<file path="config.mk">
export PLATFORM = sky130hd
export DESIGN_NAME = rgbe_scanline_rle_decoder_top
export DESIGN_NICKNAME = d
export VERILOG_FILES = /design/src/rtl/core/rgbe_rle_pkg.sv /design/src/rtl/core/rgbe_scanline_rle_decoder_top.sv
export SDC_FILE = /design/constraint.sdc
export NUM_CORES = 1
export LEC_CHECK = 0
export ABC_CLOCK_PERIOD_IN_PS = 11870
export BUFFER_PORTS_ARGS = -buffer_cell sky130_fd_sc_hd__clkbuf_2
export CAP_MARGIN = 20
export CORE_MARGIN = 2
export CORE_UTILIZATION = 51
export CTS_CLUSTER_SIZE = 24
export DETAILED_ROUTE_END_ITERATION = 8
export GPL_ROUTABILITY_DRIVEN = 0
export PLACE_DENSITY_LB_ADDON = 0.25
export SETUP_SLACK_MARGIN = 0.1
export SKIP_LAST_GASP = 1
export SLEW_MARGIN = 10
export SYNTH_ARGS = -nofsm -noshare
export SYNTH_HDL_FRONTEND = slang
export SYNTH_SLANG_ARGS = --single-unit
</file>
<file path="constraint.sdc">
create_clock -name clk -period 11.87 [get_ports clk]
set_clock_uncertainty 0.1 [all_clocks]
set_input_delay 1.187 -clock clk [delete_from_list [all_inputs] [get_ports clk]]
set_output_delay 1.187 -clock clk [all_outputs]
set_load 0.005 [all_outputs]
</file>
<file path="src/rtl/core/rgbe_rle_pkg.sv">
// Shared types and constants for the RGBE scanline run-length decoder.
package rgbe_rle_pkg;

  localparam int COORD_W       = 15;
  localparam int BYTE_W        = 8;
  localparam int REP_W         = 7;
  localparam int CFG_IDX_W     = 2;
  localparam int MAX_RESULTS   = 3;
  localparam int QUEUE_DEPTH   = 4;
  localparam int MAX_WIDTH     = 32767;
  localparam int MIN_RLE_WIDTH = 8;
  localparam int RUN_BASE      = 128;

  localparam logic [CFG_IDX_W-1:0] CFG_IMAGE_WIDTH  = 2'd0;
  localparam logic [CFG_IDX_W-1:0] CFG_IMAGE_HEIGHT = 2'd1;

  localparam logic KIND_WRITE = 1'b0;
  localparam logic KIND_ERROR = 1'b1;

  localparam logic [1:0] ERR_WIDTH_MISMATCH = 2'd0;
  localparam logic [1:0] ERR_ZERO_COUNT     = 2'd1;
  localparam logic [1:0] ERR_RUN_OVERFLOW   = 2'd2;
  localparam logic [1:0] ERR_NONE           = 2'd0;

  localparam logic [1:0] COMP_RED      = 2'd0;
  localparam logic [1:0] COMP_EXPONENT = 2'd3;

  localparam logic [BYTE_W-1:0] RLE_MARK = 8'd2;

  typedef enum logic [2:0] {
    MODE_HDR,
    MODE_COUNT,
    MODE_RUNVAL,
    MODE_LIT,
    MODE_RAW,
    MODE_DONE,
    MODE_ERR
  } mode_t;

  typedef struct packed {
    logic               kind;
    logic [1:0]         error_code;
    logic [COORD_W-1:0] row;
    logic [COORD_W-1:0] column;
    logic [1:0]         component;
    logic [BYTE_W-1:0]  value;
    logic [REP_W-1:0]   repeat_res;
    logic               last_of_run;
    logic               image_done;
  } result_t;

endpackage

</file>
<file path="src/rtl/core/rgbe_scanline_rle_decoder_top.sv">
// RGBE scanline decoder: byte stream in, component write records and error reports out.
// A record is queued when its byte is accepted and offered once those ahead of it pop.
// One byte per cycle while in_stall is low; a byte makes at most three records, drained
// one per cycle while out_stall is low through a four-entry queue that sets in_stall.
// Reset (synchronous, active high) returns the decoder to the line-header state at row 0
// and sets both image dimensions to 1; the result queue is emptied.
module rgbe_scanline_rle_decoder_top
  import rgbe_rle_pkg::*;
(
  input  logic                 clk,
  input  logic                 rst,
  // configuration write port
  input  logic                 cfg_we,
  input  logic [CFG_IDX_W-1:0] cfg_index,
  input  logic [COORD_W-1:0]   cfg_data,
  // byte input channel
  input  logic                 in_valid,
  output logic                 in_stall,
  input  logic [BYTE_W-1:0]    byte_in,
  // result channel
  output logic                 out_valid,
  input  logic                 out_stall,
  output logic                 kind,
  output logic [1:0]           error_code,
  output logic [COORD_W-1:0]   row,
  output logic [COORD_W-1:0]   column,
  output logic [1:0]           component,
  output logic [BYTE_W-1:0]    value,
  output logic [REP_W-1:0]     repeat_res,
  output logic                 last_of_run,
  output logic                 image_done
);

  localparam int QPTR_W = $clog2(QUEUE_DEPTH);
  localparam int QCNT_W = $clog2(QUEUE_DEPTH + 1);
  localparam int NRES_W = $clog2(MAX_RESULTS + 1);

  // configuration
  logic [COORD_W-1:0] image_width;
  logic [COORD_W-1:0] image_height;

  // decoder state
  mode_t              mode, mode_next;
  logic [1:0]         header_index, header_index_next;
  logic [BYTE_W-1:0]  held [MAX_RESULTS];
  logic [BYTE_W-1:0]  held_next [MAX_RESULTS];
  logic [1:0]         plane_index, plane_index_next;
  logic [COORD_W-1:0] column_pos, column_pos_next;
  logic [COORD_W-1:0] row_pos, row_pos_next;
  logic [BYTE_W-1:0]  pending_count, pending_count_next;
  logic [1:0]         raw_byte_index, raw_byte_index_next;

  // result queue
  result_t            queue [QUEUE_DEPTH];
  logic [QPTR_W-1:0]  rd_ptr, wr_ptr;
  logic [QCNT_W-1:0]  q_count;

  result_t            res [MAX_RESULTS];
  logic [NRES_W-1:0]  n_res;

  logic accept, pop;

  assign in_stall  = q_count > QCNT_W'(QUEUE_DEPTH - MAX_RESULTS);
  assign accept    = in_valid && !in_stall;
  assign out_valid = q_count != '0;
  assign pop       = out_valid && !out_stall;

  assign kind        = queue[rd_ptr].kind;
  assign error_code  = queue[rd_ptr].error_code;
  assign row         = queue[rd_ptr].row;
  assign column      = queue[rd_ptr].column;
  assign component   = queue[rd_ptr].component;
  assign value       = queue[rd_ptr].value;
  assign repeat_res  = queue[rd_ptr].repeat_res;
  assign last_of_run = queue[rd_ptr].last_of_run;
  assign image_done  = queue[rd_ptr].image_done;

  // Shared decode terms. Sums carry one extra bit so a position can meet the width.
  logic [COORD_W:0]   width_ext, col_inc, row_inc, plane_sum;
  logic [COORD_W-1:0] rem;
  logic               col_end, row_end, plane_end, last_plane;
  logic               narrow, hdr_bad, hdr_match;
  logic               cnt_run, cnt_zero, cnt_over;
  logic [BYTE_W-1:0]  cnt_len, plane_step;

  assign width_ext  = {1'b0, image_width};
  assign col_inc    = {1'b0, column_pos} + (COORD_W + 1)'(1);
  assign row_inc    = {1'b0, row_pos} + (COORD_W + 1)'(1);
  assign plane_step = (mode == MODE_RUNVAL) ? pending_count : 8'd1;
  assign plane_sum  = {1'b0, column_pos} + {{(COORD_W + 1 - BYTE_W){1'b0}}, plane_step};
  assign col_end    = col_inc >= width_ext;
  assign row_end    = row_inc >= {1'b0, image_height};
  assign plane_end  = plane_sum >= width_ext;
  assign last_plane = plane_index == COMP_EXPONENT;
  assign rem        = (column_pos < image_width) ? image_width - column_pos : '0;

  assign narrow    = (header_index == 2'd0) &&
                     ((image_width < COORD_W'(MIN_RLE_WIDTH)) ||
                      ({1'b0, image_width} > (COORD_W + 1)'(MAX_WIDTH)));
  assign hdr_bad   = (header_index < 2'd2) ? (byte_in != RLE_MARK) : byte_in[BYTE_W-1];
  assign hdr_match = {held[2], byte_in} == {1'b0, image_width};

  // A count above the run base is a run of (count - 128); the rest is a literal count.
  assign cnt_run  = byte_in > 8'(RUN_BASE);
  assign cnt_len  = cnt_run ? {1'b0, byte_in[BYTE_W-2:0]} : byte_in;
  assign cnt_zero = byte_in == '0;
  assign cnt_over = {{(COORD_W - BYTE_W){1'b0}}, cnt_len} > rem;

  // Next state.
  always_comb begin
    mode_next           = mode;
    header_index_next   = header_index;
    for (int i = 0; i < MAX_RESULTS; i++) begin
      held_next[i] = held[i];
    end
    plane_index_next    = plane_index;
    column_pos_next     = column_pos;
    row_pos_next        = row_pos;
    pending_count_next  = pending_count;
    raw_byte_index_next = raw_byte_index;
    unique case (mode)
      MODE_HDR: begin
        if (narrow) begin
          mode_next           = MODE_RAW;
          column_pos_next     = '0;
          raw_byte_index_next = 2'd1;
        end else if (header_index == 2'd3) begin
          header_index_next = '0;
          plane_index_next  = '0;
          column_pos_next   = '0;
          if (hdr_match) begin
            mode_next          = MODE_COUNT;
            pending_count_next = '0;
          end else begin
            mode_next = MODE_ERR;
          end
        end else if (!hdr_bad) begin
          held_next[header_index] = byte_in;
          header_index_next       = header_index + 2'd1;
        end else begin
          // The held header bytes and this byte fill components of column 0.
          mode_next           = MODE_RAW;
          column_pos_next     = '0;
          header_index_next   = '0;
          raw_byte_index_next = header_index + 2'd1;
        end
      end
      MODE_COUNT: begin
        if (cnt_zero || cnt_over) begin
          mode_next = MODE_ERR;
        end else begin
          pending_count_next = cnt_len;
          mode_next          = cnt_run ? MODE_RUNVAL : MODE_LIT;
        end
      end
      MODE_RUNVAL, MODE_LIT: begin
        if (plane_end) begin
          column_pos_next    = '0;
          pending_count_next = '0;
          if (last_plane) begin
            plane_index_next = '0;
            row_pos_next     = row_inc[COORD_W-1:0];
            if (row_end) begin
              mode_next = MODE_DONE;
            end else begin
              mode_next         = MODE_HDR;
              header_index_next = '0;
            end
          end else begin
            plane_index_next = plane_index + 2'd1;
            mode_next        = MODE_COUNT;
          end
        end else begin
          column_pos_next = plane_sum[COORD_W-1:0];
          if (mode == MODE_RUNVAL) begin
            pending_count_next = '0;
            mode_next          = MODE_COUNT;
          end else begin
            pending_count_next = (pending_count != '0) ? pending_count - 8'd1 : '0;
            mode_next          = (pending_count > 8'd1) ? MODE_LIT : MODE_COUNT;
          end
        end
      end
      MODE_RAW: begin
        if (raw_byte_index == COMP_EXPONENT) begin
          raw_byte_index_next = '0;
          if (col_end) begin
            column_pos_next = '0;
            row_pos_next    = row_inc[COORD_W-1:0];
            if (row_end) begin
              mode_next = MODE_DONE;
            end
          end else begin
            column_pos_next = col_inc[COORD_W-1:0];
          end
        end else begin
          raw_byte_index_next = raw_byte_index + 2'd1;
        end
      end
      default: begin
      end
    endcase
  end

  // Results of the current byte.
  always_comb begin
    result_t base;
    base.kind        = KIND_WRITE;
    base.error_code  = ERR_NONE;
    base.row         = row_pos;
    base.column      = column_pos;
    base.component   = plane_index;
    base.value       = byte_in;
    base.repeat_res  = REP_W'(1);
    base.last_of_run = 1'b0;
    base.image_done  = 1'b0;
    for (int i = 0; i < MAX_RESULTS; i++) begin
      res[i] = base;
    end
    n_res = '0;
    unique case (mode)
      MODE_HDR: begin
        if (narrow) begin
          res[0].column    = '0;
          res[0].component = COMP_RED;
          n_res            = NRES_W'(1);
        end else if (header_index == 2'd3) begin
          if (!hdr_match) begin
            res[0].kind       = KIND_ERROR;
            res[0].error_code = ERR_WIDTH_MISMATCH;
            res[0].column     = '0;
            res[0].component  = COMP_RED;
            res[0].repeat_res = '0;
            n_res             = NRES_W'(1);
          end
        end else if (hdr_bad) begin
          for (int i = 0; i < MAX_RESULTS; i++) begin
            res[i].column    = '0;
            res[i].component = 2'(i);
            res[i].value     = (2'(i) == header_index) ? byte_in : held[i];
          end
          n_res = NRES_W'(header_index) + NRES_W'(1);
        end
      end
      MODE_COUNT: begin
        if (cnt_zero || cnt_over) begin
          res[0].kind       = KIND_ERROR;
          res[0].error_code = cnt_zero ? ERR_ZERO_COUNT : ERR_RUN_OVERFLOW;
          res[0].repeat_res = '0;
          n_res             = NRES_W'(1);
        end
      end
      MODE_RUNVAL, MODE_LIT: begin
        res[0].repeat_res = (mode == MODE_RUNVAL) ? pending_count[REP_W-1:0] : REP_W'(1);
        res[0].image_done = plane_end && last_plane && row_end;
        n_res             = NRES_W'(1);
      end
      MODE_RAW: begin
        res[0].component  = raw_byte_index;
        res[0].image_done = (raw_byte_index == COMP_EXPONENT) && col_end && row_end;
        n_res             = NRES_W'(1);
      end
      default: begin
      end
    endcase
    for (int i = 0; i < MAX_RESULTS; i++) begin
      if (NRES_W'(i + 1) == n_res) begin
        res[i].last_of_run = 1'b1;
      end
    end
  end

  always_ff @(posedge clk) begin
    if (rst) begin
      image_width  <= COORD_W'(1);
      image_height <= COORD_W'(1);
    end else if (cfg_we) begin
      if (cfg_index == CFG_IMAGE_WIDTH) begin
        image_width <= cfg_data;
      end else if (cfg_index == CFG_IMAGE_HEIGHT) begin
        image_height <= cfg_data;
      end
    end
  end

  always_ff @(posedge clk) begin
    if (rst) begin
      mode           <= MODE_HDR;
      header_index   <= '0;
      for (int i = 0; i < MAX_RESULTS; i++) begin
        held[i] <= '0;
      end
      plane_index    <= '0;
      column_pos     <= '0;
      row_pos        <= '0;
      pending_count  <= '0;
      raw_byte_index <= '0;
    end else if (accept) begin
      mode           <= mode_next;
      header_index   <= header_index_next;
      for (int i = 0; i < MAX_RESULTS; i++) begin
        held[i] <= held_next[i];
      end
      plane_index    <= plane_index_next;
      column_pos     <= column_pos_next;
      row_pos        <= row_pos_next;
      pending_count  <= pending_count_next;
      raw_byte_index <= raw_byte_index_next;
    end
  end

  // Result queue payload: up to three entries written per accepted byte.
  always_ff @(posedge clk) begin
    if (accept) begin
      for (int i = 0; i < MAX_RESULTS; i++) begin
        if (NRES_W'(i) < n_res) begin
          queue[QPTR_W'(wr_ptr + QPTR_W'(i))] <= res[i];
        end
      end
    end
  end

  always_ff @(posedge clk) begin
    if (rst) begin
      rd_ptr  <= '0;
      wr_ptr  <= '0;
      q_count <= '0;
    end else begin
      if (accept) begin
        wr_ptr <= QPTR_W'(wr_ptr + QPTR_W'(n_res));
      end
      if (pop) begin
        rd_ptr <= rd_ptr + QPTR_W'(1);
      end
      q_count <= q_count + (accept ? QCNT_W'(n_res) : '0) - QCNT_W'(pop);
    end
  end

endmodule
</file>
==> flow_summary_export.csv <==
group,metric,value,unit
synthesis,synth_top_area_share,31.5,%
grt,top_usage_layer,"met1",
sta,final.setup.tns,0,ps
drt,vias,13394,
grt,grt_overflow_total,0,
worst_setup_path,path_max_fanout,20,
drt,first_pass_iters,5,
worst_setup_path,cp_slowest_stage_delay,740,ps
grt,antenna_found_initial,0,
die,die_h,192,µm
synthesis,synth-edff-count,188,
worst_setup_path,cpMaxStageDelayCell,"nor2_1",
clocking,ctsHoldBuffers,0,
clocking,cts_root_buf,"clkbuf_16",
sta,hold_viol,0,
synthesis,yosysSeqAreaShare,46.0,%
die,die_w,192,µm
clocking,insertion_delay,560,ps
die,floorplan.die_area,36700,µm²
worst_setup_path,end_kind,"flop",
synthesis,synth.area.top_cells,"edfxtp_1, dfxtp_1, mux4_2",
final_layout,mostFrequentLayoutCells,"edfxtp_1, nor2_1, nand2_1",
die,boundaryPins,84,
drt,drt_iter0_drc,1351,
final_layout,nFillCells,2984,
drt,drtAntennaViolNets,0,
synthesis,synthDominantAreaCellType,"edfxtp_1",
worst_hold_path,min_to,"image_height[2]",
grt,globalRouteTotalUtil,25.0,%
worst_setup_path,cp-start-kind,"flop",
power_and_ir_drop,p_leak,7.46,nW
clocking,cts_tree,"yes",
grt,grt_pass1_vias,12698,
final_layout,nNetsFinal,1872,
worst_setup_path,rr_startpoint,"mode[2]",
grt,grt_pass1_wl,71700,µm
worst_setup_path,crit_buf_inv,1,
sta,post-route-period-util,54.7,%
clocking,h-tree-depth,1,
final_layout,diodes,0,
sta,worst_pin_slew,994,ps
worst_setup_path,cp_data_required_time,12250,ps
synthesis,avgSynthCellArea,10.4,µm²
worst_setup_path,cp.depth,22,
sta,slew_headroom,33.6,%
placement,hpwl,32300,µm
drt,wire_per_inst,20.3,µm
worst_setup_path,crit_arrival,6880,ps
worst_setup_path,ff2ff_path_depth,22,
worst_setup_path,cp_top_family,"simple AND/OR/NAND/NOR gates",
final_layout,final_common_cell,"edfxtp_1",
worst_setup_path,critical_path.cell_chain,"nand2b_1 -> nor2_1 -> nand2_1 -> inv_1 -> ha_1 -> a211oi_1 -> o21ai_0 -> o21ai_0 -> a21o_1 -> or2_2 -> xnor2_1 -> ha_1 -> a21o_1 -> a21o_1 -> a21oi_1 -> o21ai_0 -> a211o_1 -> nor2_1 -> and3_1 -> a32oi_1 -> or3_1 -> a21oi_1",
sta,finalMaxSlewViolations,0,
die,start_util,51.8,%
clocking,cts_resized,0,
worst_hold_path,min_path_cells,2,
clocking,clk_pin_slew_worst_paths,60,ps
sta,min_period,6490,ps
die,core,34600,µm²
grt,grt_util_met2,36.2,%
drt,drt_drc_violations_left,0,
sta,fmax,154,MHz
placement,io_buffers,83,
sta,setup_violations,0,
flow_run,max_cap_violations,0,
final_layout,drive_gt1_share,13.5,%
clocking,post_cts_buffers,0,
final_layout,flow.area_growth_from_synthesis,8.87,%
sta,rsz0062_at_grt,"false",
synthesis,synth_flop_cell,"edfxtp_1",
grt,grt_max_degree,85,
clocking,cts.sinks,318,
synthesis,synth_area,17900,µm²
synthesis,synth.distinct_cells,81,
power_and_ir_drop,vdd_drop_max,0.114,mV
worst_setup_path,crit_type,"reg2reg",
grt,grt_use_met3,3.69,%
worst_setup_path,startpoint,"mode[2]",
worst_hold_path,hp-class,"reg2reg",
drt,viasPerCell,6.01,
clocking,numCtsBuffers,31,
synthesis,ys_seq_elements,318,
run_status,status,"complete, no violations",
synthesis,synthArstFlopShare,0,%
worst_setup_path,reg2reg_slack,5380,ps
die,rows,68,
final_layout,final_core_util,56.4,%
clocking,clk_path_buf_depth,3,
drt,finalWirelength,45300,µm
synthesis,synth_nets,1846,
worst_setup_path,r2r_end,"pending_count[5]",
worst_hold_path,hp-start,"image_height[2]",
synthesis,synth_warnings,0,
power_and_ir_drop,power.density,168,nW/µm²
grt,met1_usage,38.8,%
synthesis,syn_inst,1722,
-- sequential cells by signal, summed over array words and instances (netlist names), 3 cells and up, named ones only --
register and cells:
queue 208, held 24, column_pos 15, image_height 15, image_width 15, row_pos 15
pending_count 8, mode 3, q_count 3
-- worst register-to-register path, cell delays in order (launching register included) --
cell      delay, ps
dfxtp_1         490
nand2b_1        380
nor2_1          520
nand2_1         190
inv_1           210
ha_1            280
a211oi_1        200
o21ai_0         150
o21ai_0         320
a21o_1          210
or2_2           120
xnor2_1         130
ha_1            280
a21o_1          190
a21o_1          170
a21oi_1         130
o21ai_0         110
a211o_1         390
nor2_1          740
and3_1          480
a32oi_1         150
or3_1           350
a21oi_1         140
-- synth_stat cells (6+ instances only) --
cell type    n
buf_1       13
edfxtp_1   188
o31ai_1      7
inv_2        6
a211o_1      6
a21oi_1    101
nand2b_1    24
mux4_2      52
xor2_1      42
a21o_1      37
and2_1      71
a22o_1      30
buf_6        8
nand4_1      9
o2bb2ai_1   12
ha_1        91
and3_1      15
dfxtp_1    130
o21a_1      13
o22ai_1     27
or3_1        9
mux2i_1     43
nor2b_1     13
a32o_1       7
xnor2_1     40
mux2_2       9
nor3_1      21
a211oi_1    21
buf_2       19
o21ai_0     37
nand2_1    157
nor2_1     169
nand3_1     37
a22oi_1     19
nor4_1      10
inv_1       73
o21ai_1      6
clkbuf_1    62
-- routing by layer --
layer | routed length (µm) | up-vias
met3 | 3510 | 85
met2 | 19000 | 541
met4 | 1180 | 0
li1 | - | 6334
met5 | 0 | -
met1 | 21600 | 6434
-- worst max-delay path by stage --
| stage | to | slack, ps |
|---|---|---|
| 2_1_floorplan | pending_count[7] | 6720 |
| 3_3_place_gp | pending_count[5] | 5750 |
| 3_5_place_dp | pending_count[5] | 5510 |
| 4_1_cts | pending_count[5] | 5500 |
| 5_1_grt | pending_count[5] | 4840 |
| 6_report | pending_count[5] | 5380 |
-- cells by family (layout without fill, tap and decap cells) --
family / count (synthesis) / after routing / synth area share, %
AND/OR/NAND/NOR: 560 / 560 / 14.9
AO/OA/AOI/OAI: 379 / 379 / 14.5
flip-flops: 318 / 318 / 46.0
buffers and inverters: 185 / 236 / 4.42
multiplexers: 104 / 104 / 9.49
adder cells (fa/ha/maj): 94 / 94 / 6.68
XOR/XNOR: 82 / 82 / 4.00
-- power by group --
part,switching (W),internal [W]
logic,0.000561,0.000375
registers,0.0000832,0.00131
clock network,0.000418,0.000528
total,0.00106,0.00221
-- area by class of cell --
class	count	area, µm²	area share, %
multi-input combinational	1219	8910	45.6
sequential	318	8250	42.3
clock buffer	43	861	4.41
tap	455	569	2.92
timing repair buffer	99	533	2.73
inverter	79	297	1.52
clock inverter	15	110	0.564
-- metrics by stage --
stage	cells	area, µm²	total power [W]	hold slack (ps)	setup WS, ps
after floorplan	1722	17900	0.00205	327	6720
after global placement	2167	18500	0.00233	340	5750
after detailed placement	2167	18500	0.00235	342	5510
after CTS	2225	19500	0.00329	359	5500
after global routing	2228	19500	0.00343	379	4840
final	2228	19500	0.00327	355	5380
No activity file was read; power rests on OpenSTA's default activity.
